--- src/hw/rtl/stwv_ram.sv ---
module stwv_ram #(
  parameter int unsigned WIDTH = 8,
  parameter int unsigned DEPTH = 16
) (
  input  logic                     clk,
  input  logic                     wr_en,
  input  logic [$clog2(DEPTH)-1:0] wr_addr,
  input  logic [WIDTH-1:0]         wr_data,
  input  logic [$clog2(DEPTH)-1:0] rd_addr,
  output logic [WIDTH-1:0]         rd_data
);

  logic [WIDTH-1:0] mem_r [DEPTH];
  logic [WIDTH-1:0] rd_data_r;

  always_ff @(posedge clk) begin
    if (wr_en) begin
      mem_r[wr_addr] <= wr_data;
    end
    rd_data_r <= mem_r[rd_addr];
  end

  assign rd_data = rd_data_r;

endmodule

--- config.mk ---
export PLATFORM = sky130hd
export DESIGN_NAME = stwv_ram
export DESIGN_NICKNAME = d
export VERILOG_FILES = /design/src/hw/rtl/stwv_ram.sv
export SDC_FILE = /design/constraint.sdc
export NUM_CORES = 1
export LEC_CHECK = 0
export BUFFER_PORTS_ARGS = -buffer_cell sky130_fd_sc_hd__buf_2
export CORE_MARGIN = 4
export CORE_UTILIZATION = 30
export CTS_BUF_LIST = sky130_fd_sc_hd__clkbuf_8 sky130_fd_sc_hd__clkbuf_16
export CTS_CLUSTER_SIZE = 14
export DETAILED_ROUTE_END_ITERATION = 12
export PLACE_DENSITY_LB_ADDON = 0.12
export SKIP_CTS_REPAIR_TIMING = 1
export SLEW_MARGIN = 20
export SYNTH_ARGS = -nofsm -noshare
export SYNTH_HDL_FRONTEND = slang
export SYNTH_SLANG_ARGS = --single-unit
--- constraint.sdc ---
create_clock -name clk -period 3.23 [get_ports clk]
set_input_delay 0.646 -clock clk [delete_from_list [all_inputs] [get_ports clk]]
set_output_delay 0.646 -clock clk [all_outputs]
set_load 0.01 [all_outputs]
==> impl_metrics.env <==
export IMPL_antenna_found_initial=0
export IMPL_drc=0
export IMPL_clk_latency_ns=0.40
export IMPL_clock_sinks=136
export IMPL_crit_fanout=15
export IMPL_drt_initial_drc_count=193
export IMPL_holdCritPathClass="input pin to flop"
export IMPL_cp_start_kind="input pin"
export IMPL_setup_ws_ns=1.307
export IMPL_grt_pass1_vias=2566
export IMPL_place_area_um2=5602
export IMPL_cts_root_buf="clkbuf_16"
export IMPL_fin_tns_setup_ns=0
export IMPL_grt_pass1_wl_um=17060
export IMPL_tightest_slew_ns=0.9046
export IMPL_finClkSkew_ns=0.005673
export IMPL_r2r_slack_ns=1.85
export IMPL_postRouteWirelength_um=11270
export IMPL_rsz0062_at_grt="false"
export IMPL_final_area_um2=6161
export IMPL_pre_cts_slack_ns=0.8254
export IMPL_clk_pin_slew_ns=0.05
export IMPL_die_h_um=139.0
export IMPL_period_needed_ns=1.923
export IMPL_multi_input_area_um2=1057
export IMPL_max_freq_mhz=520.1
export IMPL_period_share_pct=59.53
export IMPL_dr_max_layer_used="met4"
export IMPL_wl_per_cell_um=21.96
export IMPL_m1WireLength_um=5218
export IMPL_initial_core_util_pct=30.82
export IMPL_syn_avg_cell_area_um2=22.48
export IMPL_netlist_area_leader_share_pct=74.67
export IMPL_fp_dieW_um=139.0
export IMPL_synthCells=229
export IMPL_synth_area_top_cells="edfxtp_1 (75%), mux4_2 (7.9%), mux4_1 (7.1%)"
export IMPL_end_kind="flop"
export IMPL_vias_per_cell=4.637
export IMPL_gp_congestion=0.7789
export IMPL_clk_path_buf_depth=2
export IMPL_maxCapViolCount=0
export IMPL_vias=2379
export IMPL_area_growth_pct=19.69
export IMPL_ios=26
export IMPL_regArea_um2=4004
export IMPL_drive_above_1_share_pct=29.01
export IMPL_dieArea_um2=19320
export IMPL_ys_warn_count=0
export IMPL_leakagePower_nw=2.094
export IMPL_gr_total_overflow=0
export IMPL_grt_usage_pct=12.40
export IMPL_hold_viol=0
export IMPL_synthDistinctLibCells=19
export IMPL_grt_max_degree=17
export IMPL_num_fill_cells=1554
export IMPL_slew_headroom_pct=39.57
export IMPL_synth_seq_area_share_pct=77.78
export IMPL_syn_nets=247
export IMPL_cp_required_ns=3.51
export IMPL_crit_type="input pin to flop"
export IMPL_dpl_hpwl_um=7423
export IMPL_syn_cell_area_um2=5147
export IMPL_io_buffers=25
export IMPL_report_final_slew_viol_count=0
export IMPL_yosysTopAreaCell="edfxtp_1"
export IMPL_peakVddDrop_mv=0.3642
export IMPL_ys_ff_latch=136
export IMPL_route_met2_wl_um=5574
export IMPL_met3_length_um=257
export IMPL_power_density_nw_per_um2=642.4
export IMPL_drt_first_pass_iters=4
export IMPL_status="finished clean"
export IMPL_nNetsFinal=298
export IMPL_cts_tree="yes"
export IMPL_core_um2=16700
export IMPL_cts_buffers=17
export IMPL_arrival_ns=2.20
export IMPL_htree_levels=4
export IMPL_setup_viol=0
export IMPL_drtAntennaViolNets=0
export IMPL_core_rowCount=47
export IMPL_diodes=0
[routing by layer]
layer | vias up | global-route usage, %
li1 | 1074 | -
met1 | 1259 | 16.41
met2 | 34 | 19.84
met3 | 12 | 2.655
met4 | 0 | 5.407
met5 | - | 0
[Yosys cell counts]
library cell / instances
edfxtp_1: 128
mux4_2: 18
a22oi_1: 16
mux4_1: 14
nor2_1: 13
nand2_1: 9
dfxtp_1: 8
nor3_1: 4
buf_2: 3
buf_6: 3
clkdlybuf4s25_2: 3
nand2b_1: 2
nand3b_1: 2
and2_1: 1
and2b_1: 1
buf_4: 1
nand3_1: 1
nor2b_1: 1
or3b_2: 1
[placed cells by master (no fill, tap or decap), types with 2 or more instances in the layout]
| master | n |
|---|---|
| a22oi_1 | 16 |
| inv_1 | 8 |
| mux4_1 | 14 |
| nor3_1 | 4 |
| nor2_1 | 13 |
| clkbuf_8 | 5 |
| clkbuf_16 | 17 |
| dfxtp_1 | 8 |
| nand2_1 | 9 |
| buf_4 | 16 |
| buf_2 | 25 |
| edfxtp_1 | 128 |
| mux4_2 | 18 |
| nand2b_1 | 2 |
| nand3b_1 | 2 |
[area by class of cell]
cell class	count	area share [%]
flip-flops and latches	136	64.99
clock inverters	10	1.056
well taps	220	4.468
repair buffers	42	4.305
multi-input cells	83	17.16
clock buffers	22	8.022
[registers in the layout (all words and copies together), names as in the netlist]
name and flops:
mem_r 128, rd_data 8
[final timing paths]
path,startpoint,end,cells past startpoint
max,rd_addr[0],rd_data[0],5
min,wr_data[5],mem_r[5][5],1
max reg2reg,mem_r[1][1],rd_data[1],3
min reg2reg,mem_r[14][1],rd_data[1],3
[metrics by stage]
stage	util, %	cells	hold WS (ns)	power (mW)
2_1_floorplan	-	229	0.6293	2.124
3_3_place_gp	33.54	481	0.6535	2.218
3_5_place_dp	33.54	481	0.6608	2.219
4_1_cts	36.89	513	0.6247	4.009
5_1_grt	36.89	513	0.6355	4.114
6_report	36.89	513	0.6420	3.958
[logic make-up after synthesis]
kind of cell | after synthesis | synth area share (%)
DFF | 136 | 77.78
and+or+nand+nor | 35 | 3.184
muxes | 32 | 15.02
AOI/OAI and AO/OA | 16 | 2.334
buffers and inverters | 10 | 1.677
[where the power goes]
group	total, mW	internal (mW)	switching [mW]	leakage [nW]
clock network	1.78	1.14	0.645	0.306
logic	0.189	0.0776	0.112	0.564
registers	1.99	1.97	0.0117	1.22
[worst max-delay path: stages]
cell and delay (ns):
buf_2 0.42, buf_12 0.24, mux4_2 0.51, a22oi_1 0.31, nand2_1 0.07
Note: power is estimated with default switching activity, not from simulation.
