--- config.mk ---
export PLATFORM = sky130hd
export DESIGN_NAME = stwv_var_unit
export DESIGN_NICKNAME = d
export VERILOG_FILES = /design/src/hw/rtl/stwv_pkg.sv /design/src/hw/rtl/stwv_var_unit.sv
export SDC_FILE = /design/constraint.sdc
export NUM_CORES = 1
export LEC_CHECK = 0
export CORE_AREA = 10 10 284 286
export DETAILED_ROUTE_END_ITERATION = 12
export DIE_AREA = 0 0 294 296
export DONT_BUFFER_PORTS = 1
export MAX_ROUTING_LAYER = met4
export PLACE_DENSITY_LB_ADDON = 0.12
export SLEW_MARGIN = 5
export SYNTH_ARGS = -nofsm -noshare
export SYNTH_HDL_FRONTEND = slang
export SYNTH_SLANG_ARGS = --single-unit
--- constraint.sdc ---
create_clock -name clk -period 11 [get_ports clk]
set_input_delay 2.2 -clock clk [delete_from_list [all_inputs] [get_ports clk]]
set_output_delay 2.2 -clock clk [all_outputs]
set_load 0.02 [all_outputs]
--- src/hw/rtl/stwv_pkg.sv ---
package stwv_pkg;

  localparam int unsigned DEPTH = 256;
  localparam int unsigned IDX_W = $clog2(DEPTH);
  localparam int unsigned CNT_W = $clog2(DEPTH + 1);

  localparam int unsigned SAMPLE_W = 24;
  localparam int unsigned STAMP_W  = 48;
  localparam int unsigned ENTRY_W  = SAMPLE_W + STAMP_W;
  localparam int unsigned SUM_W    = 32;
  localparam int unsigned SQ_W     = 54;
  localparam int unsigned VAR_W    = 46;
  localparam int unsigned N_W      = 8;
  localparam int unsigned NUM_W    = SQ_W + N_W;
  localparam int unsigned SXSQ_W   = 2 * SUM_W;
  localparam int unsigned DEN_W    = 2 * N_W;
  localparam int unsigned STEP_W   = 6;

  localparam int unsigned MUL_SX_STEPS = SUM_W;
  localparam int unsigned MUL_N_STEPS  = N_W;
  localparam int unsigned DIV_STEPS    = NUM_W;

  localparam logic [47:0] AGE_LIMIT_RESET = 48'd1000000000;

  localparam logic [1:0] MODE_ADD      = 2'd0;
  localparam logic [1:0] MODE_EXPIRE   = 2'd1;
  localparam logic [1:0] MODE_CLEAR    = 2'd2;
  localparam logic [1:0] MODE_RESERVED = 2'd3;

  localparam logic REG_AGE_LIMIT = 1'b0;

  typedef enum logic [2:0] {
    S_IDLE,
    S_EXP,
    S_CHK,
    S_VAR,
    S_WAIT,
    S_OUT
  } top_state_t;

  typedef enum logic [2:0] {
    V_IDLE,
    V_MUL,
    V_SUB,
    V_DIV,
    V_FIN,
    V_DONE
  } var_state_t;

  typedef struct packed {
    logic                    start;
    logic [N_W-1:0]          n;
    logic signed [SUM_W-1:0] sum;
    logic [SQ_W-1:0]         sq;
  } var_req_t;

endpackage

--- src/hw/rtl/stwv_var_unit.sv ---
module stwv_var_unit (
  input  logic                           clk,
  input  logic                           rst_n,
  input  stwv_pkg::var_req_t             req,
  output logic                           done,
  output logic [stwv_pkg::VAR_W-1:0]     variance
);

  stwv_pkg::var_state_t state_r, state_nxt;

  logic [stwv_pkg::SXSQ_W-1:0]  acc_sx_r, acc_sx_nxt;
  logic [stwv_pkg::NUM_W-1:0]   acc_n_r, acc_n_nxt;
  logic [stwv_pkg::SQ_W-1:0]    sq_r, sq_nxt;
  logic [stwv_pkg::N_W-1:0]     n_r, n_nxt;
  logic [stwv_pkg::SUM_W-1:0]   mag_r, mag_nxt;
  logic [stwv_pkg::STEP_W-1:0]  step_r, step_nxt;
  logic [stwv_pkg::DEN_W-1:0]   den_r, den_nxt;
  logic [stwv_pkg::DEN_W-1:0]   rem_r, rem_nxt;
  logic [stwv_pkg::NUM_W-1:0]   quo_r, quo_nxt;
  logic [stwv_pkg::VAR_W-1:0]   res_r, res_nxt;

  logic [stwv_pkg::SUM_W-1:0]   mag;
  logic [stwv_pkg::SUM_W:0]     sx_sum;
  logic [stwv_pkg::SQ_W:0]      n_part;
  logic [stwv_pkg::DEN_W:0]     shifted;
  logic                         fits;

  assign mag = req.sum[stwv_pkg::SUM_W-1] ? stwv_pkg::SUM_W'(-req.sum)
                                          : stwv_pkg::SUM_W'(req.sum);

  // Shift-and-add multipliers: the multiplier sits in the low half of the
  // accumulator and leaves one bit per cycle as the product moves in.
  assign sx_sum = {1'b0, acc_sx_r[stwv_pkg::SXSQ_W-1:stwv_pkg::SUM_W]}
                + (acc_sx_r[0] ? {1'b0, mag_r} : '0);
  assign n_part = {1'b0, acc_n_r[stwv_pkg::NUM_W-1:stwv_pkg::N_W]}
                + (acc_n_r[0] ? {1'b0, sq_r} : '0);

  assign shifted = {rem_r, quo_r[stwv_pkg::NUM_W-1]};
  assign fits    = shifted >= {1'b0, den_r};

  always_comb begin
    state_nxt = state_r;
    unique case (state_r)
      stwv_pkg::V_IDLE: begin
        if (req.start) begin
          state_nxt = (req.n < stwv_pkg::N_W'(2)) ? stwv_pkg::V_DONE : stwv_pkg::V_MUL;
        end
      end
      stwv_pkg::V_MUL: begin
        if (step_r == stwv_pkg::STEP_W'(stwv_pkg::MUL_SX_STEPS - 1)) begin
          state_nxt = stwv_pkg::V_SUB;
        end
      end
      stwv_pkg::V_SUB: begin
        state_nxt = (stwv_pkg::SXSQ_W'(acc_n_r) < acc_sx_r) ? stwv_pkg::V_DONE
                                                            : stwv_pkg::V_DIV;
      end
      stwv_pkg::V_DIV: begin
        if (step_r == stwv_pkg::STEP_W'(stwv_pkg::DIV_STEPS - 1)) begin
          state_nxt = stwv_pkg::V_FIN;
        end
      end
      stwv_pkg::V_FIN:  state_nxt = stwv_pkg::V_DONE;
      stwv_pkg::V_DONE: state_nxt = stwv_pkg::V_IDLE;
      default:          state_nxt = stwv_pkg::V_IDLE;
    endcase
  end

  always_comb begin
    acc_sx_nxt = acc_sx_r;
    acc_n_nxt  = acc_n_r;
    sq_nxt     = sq_r;
    n_nxt      = n_r;
    mag_nxt    = mag_r;
    step_nxt   = step_r;
    den_nxt    = den_r;
    rem_nxt    = rem_r;
    quo_nxt    = quo_r;
    res_nxt    = res_r;
    unique case (state_r)
      stwv_pkg::V_IDLE: begin
        if (req.start) begin
          acc_sx_nxt = {{stwv_pkg::SUM_W{1'b0}}, mag};
          acc_n_nxt  = {{stwv_pkg::SQ_W{1'b0}}, req.n};
          mag_nxt    = mag;
          sq_nxt     = req.sq;
          n_nxt      = req.n;
          step_nxt   = '0;
          res_nxt    = '0;
        end
      end
      stwv_pkg::V_MUL: begin
        acc_sx_nxt = {sx_sum, acc_sx_r[stwv_pkg::SUM_W-1:1]};
        if (step_r < stwv_pkg::STEP_W'(stwv_pkg::MUL_N_STEPS)) begin
          acc_n_nxt = {n_part, acc_n_r[stwv_pkg::N_W-1:1]};
        end
        step_nxt = step_r + 1'b1;
      end
      stwv_pkg::V_SUB: begin
        quo_nxt  = acc_n_r - stwv_pkg::NUM_W'(acc_sx_r);
        den_nxt  = n_r * (n_r - 1'b1);
        rem_nxt  = '0;
        step_nxt = '0;
        res_nxt  = '0;
      end
      stwv_pkg::V_DIV: begin
        rem_nxt  = fits ? stwv_pkg::DEN_W'(shifted - {1'b0, den_r})
                        : shifted[stwv_pkg::DEN_W-1:0];
        quo_nxt  = {quo_r[stwv_pkg::NUM_W-2:0], fits};
        step_nxt = step_r + 1'b1;
      end
      stwv_pkg::V_FIN: begin
        res_nxt = (quo_r[stwv_pkg::NUM_W-1:stwv_pkg::VAR_W] != '0) ? '1
                : quo_r[stwv_pkg::VAR_W-1:0];
      end
      stwv_pkg::V_DONE: begin
      end
      default: begin
      end
    endcase
  end

  always_ff @(posedge clk) begin
    if (!rst_n) begin
      state_r <= stwv_pkg::V_IDLE;
    end else begin
      state_r <= state_nxt;
    end
    acc_sx_r <= acc_sx_nxt;
    acc_n_r  <= acc_n_nxt;
    sq_r     <= sq_nxt;
    n_r      <= n_nxt;
    mag_r    <= mag_nxt;
    step_r   <= step_nxt;
    den_r    <= den_nxt;
    rem_r    <= rem_nxt;
    quo_r    <= quo_nxt;
    res_r    <= res_nxt;
  end

  assign done     = (state_r == stwv_pkg::V_DONE);
  assign variance = res_r;

endmodule

==> impl_metrics.ini <==
[routing]
wl_per_cell_um = 21.17
num_vias = 19390
route.antenna.remaining_nets = 0
viasPerCell = 5.342
drt_pre_antenna_iters = 6
routed_wl_mm = 76.84
drtIter0Drc = 1450
drc = 0

[global_route]
grt_remaining_overflow = 0
antenna_found_initial = 3
grt_max_degree = 90
track_usage_pct = 17.76
grt_pass1_wl_mm = 115.8
grt_pass1_vias = 19270

[final_layout]
drive_above_1_share_pct = 4.420
fillers = 7489
syn_to_final_growth_pct = 10.02
nets = 2973

[synthesis]
synth_simple_gate_area_share_pct = 15.98
yosys_warnings = 0
synth_cell_types = 73
syn-num-nets = 3002
avgSynthCellArea_sq_um = 9.846
synth_top_family_by_area = compound AO/OA/AOI/OAI gates
yosys.area_share.adder_pct = 14.14
syn_area_sq_um = 25980
synth.area.mux_share_pct = 0.5056
synthCells = 2639
synth-edff-count = 365
ys_ff_latch = 368
yosysSeqAreaShare_pct = 42.42
synthXorXnorAreaFrac_pct = 5.697
async_flop_share_pct = 0
ys_dominant_reg_cell = edfxtp_1
synth-compound-area-share_pct = 16.92

[sta]
worst_slew_pin_slew_ns = 1.043
rsz0062_at_grt = no
tns_ns = 0
maxSlewHeadroom_pct = 30.49
fmax_ghz = 0.1373
fin_worst_skew_ns = 0.02570
hold_slack_ns = 0.5614
setup_viol = 0
hold_violations = 0
fin_crit_sh_pct = 66.20
drv_slew = 0
period_needed_ns = 7.282

[critical_path]
ff2ff_setup_slack_ns = 3.72
cp_num_buf_inv = 5
criticalPathCategory = reg -> reg
worstSetupStartpointType = register
max_stage_delay_ns = 0.59
critPathRequiredTime_ns = 11.34
cp.arrival_ns = 7.62
crit_family = adder cells
critPathSlowestCell = nor3_1
worst_setup_path_end_kind = register
crit_path_max_fanout = 14

[placed_design]
gp_congestion = 0.9043
place_hpwl_mm = 59.19
port_buffers = 0

[floorplan]
fp.dieH_um = 296
die_w_um = 294
initial_core_util_pct = 34.56
die_area_sq_um = 87020
pin_count = 144
core_sq_um = 75190
rows = 101

[clock_tree]
ctsHtreeMaxLevel = 2
post_cts_resized = 0
tritoncts = done
cts_inserted_buffers = 47
post-cts-setup-buffers = 0
cts_buffer_depth = 3
cts-hold-fix-buffers = 0
cts-root-buf = clkbuf_16
clk_pin_slew_ns = 0.06
cts_sinks = 368
clock_latency_ns = 0.61

[power_and_ir_drop]
switchingPower_w = 0.001995
seqPwrFrac_pct = 34.5
internal_power_w = 0.003572
combPwrFrac_pct = 37.1
leakagePower_nw = 11.50
power_frac_clock_pct = 28.4
p_per_area_nw_per_um2 = 194.7
swShare_pct = 35.84
peakVddDrop_uv = 132.8

[min_path]
min_path_type = reg -> reg

[run]
maxCapViolations = 0

[run_status]
outcome = finished clean
## power by group through the flow
stage                     Clock (W)  Sequential, W  Combinational, W
after floorplan                   0        0.00191           0.00155
final                       0.00158        0.00192           0.00207
after global routing        0.00169        0.00193           0.00235
after CTS                   0.00163        0.00192           0.00208
after detailed placement          0        0.00195           0.00206
after global placement            0        0.00195           0.00206
## cell type report
class	instances	area, sq um	area share, %
flip-flops and latches	368	11020	38.55
diodes	5	12.51	0.04377
clock buffers	58	1239	4.333
repair buffers	16	120.1	0.4202
clock inverters	28	327.8	1.147
multi-input cells	1981	13900	48.64
well taps	978	1224	4.281
inverters	196	738.2	2.582
## routing by layer
metal / wire [um] / GRT usage (%)
met5: 0 / -
met1: 36790 / 24.26
met4: 1678 / 4.291
met2: 33950 / 27.00
met3: 4427 / 3.225
## worst min-delay path: stages (launching register included)
cell,delay (ns)
edfxtp_1,0.35
nand2_1,0.05
o21ai_0,0.06
## synth_stat cells (all sizes together), types with 38 or more instances
| cell | count | area [sq um] |
|---|---|---|
| ha | 220 | 2753 |
| and2 | 100 | 625.6 |
| nor3 | 55 | 275.3 |
| nor2b | 43 | 269.0 |
| a21o | 78 | 585.6 |
| o21ai | 115 | 575.6 |
| a21oi | 229 | 1146 |
| inv | 196 | 735.7 |
| nand2 | 181 | 679.4 |
| nor2 | 260 | 975.9 |
| clkbuf | 86 | 322.8 |
| fa | 46 | 920.9 |
| nand3 | 39 | 195.2 |
| edfxtp | 365 | 10960 |
| xnor2 | 113 | 989.7 |
| o21a | 73 | 548.0 |
| nand4 | 38 | 237.7 |
| xor2 | 56 | 490.5 |
## through the flow
step	instance area, sq um	power, W	utilization, %	setup slack, ns	instances
after floorplan	25980	0.003458	-	3.050	2639
after global placement	27010	0.004008	35.92	3.835	3539
final	28590	0.005567	38.02	3.718	3630
after CTS	28570	0.005631	38.00	3.650	3625
after detailed placement	27010	0.004007	35.92	3.680	3539
after global routing	28580	0.005964	38.01	3.111	3629
## sequential cells by signal, indices dropped and copies added, names as in the netlist, 6 cells and up
signal,flops
acc_n_r,62
acc_sx_r,64
den_r,15
mag_r,32
n_r,8
quo_r,62
rem_r,16
sq_r,54
step_r,6
variance,46
## logic make-up (layout without fill, tap and decap cells)
family,Yosys count,count (layout)
AOI/OAI and AO/OA,689,689
xor gates and xnor gates,169,169
adders and majority gates,266,266
buffers and inverters,290,298
DFF,368,368
muxes,13,13
other,0,5
and+or+nand+nor,844,844
## cell usage in the layout (no fill, tap or decap), types with 16 or more instances in the layout
master	instances
a21boi_0	16
xnor2_1	113
and2_1	99
inv_1	194
o21ai_0	115
nor2_1	257
a21o_1	78
edfxtp_1	365
o21a_1	73
nand3_1	37
o21bai_1	27
a31oi_1	20
a211oi_1	22
nor3_1	55
nor2b_1	43
o211ai_1	19
ha_1	220
nand2b_1	34
fa_1	46
and3_1	26
buf_4	16
nand4_1	38
nand2_1	180
xor2_1	56
a21oi_1	229
clkbuf_16	48
## final timing paths
kind	start	endpoint	cells after the start
setup / recovery	n_r[0]	den_r[15]	25
hold / removal	quo_r[24]	quo_r[25]	2
setup reg to reg	n_r[0]	den_r[15]	25
hold reg to reg	quo_r[24]	quo_r[25]	2
(Power assumes the default switching activity.)
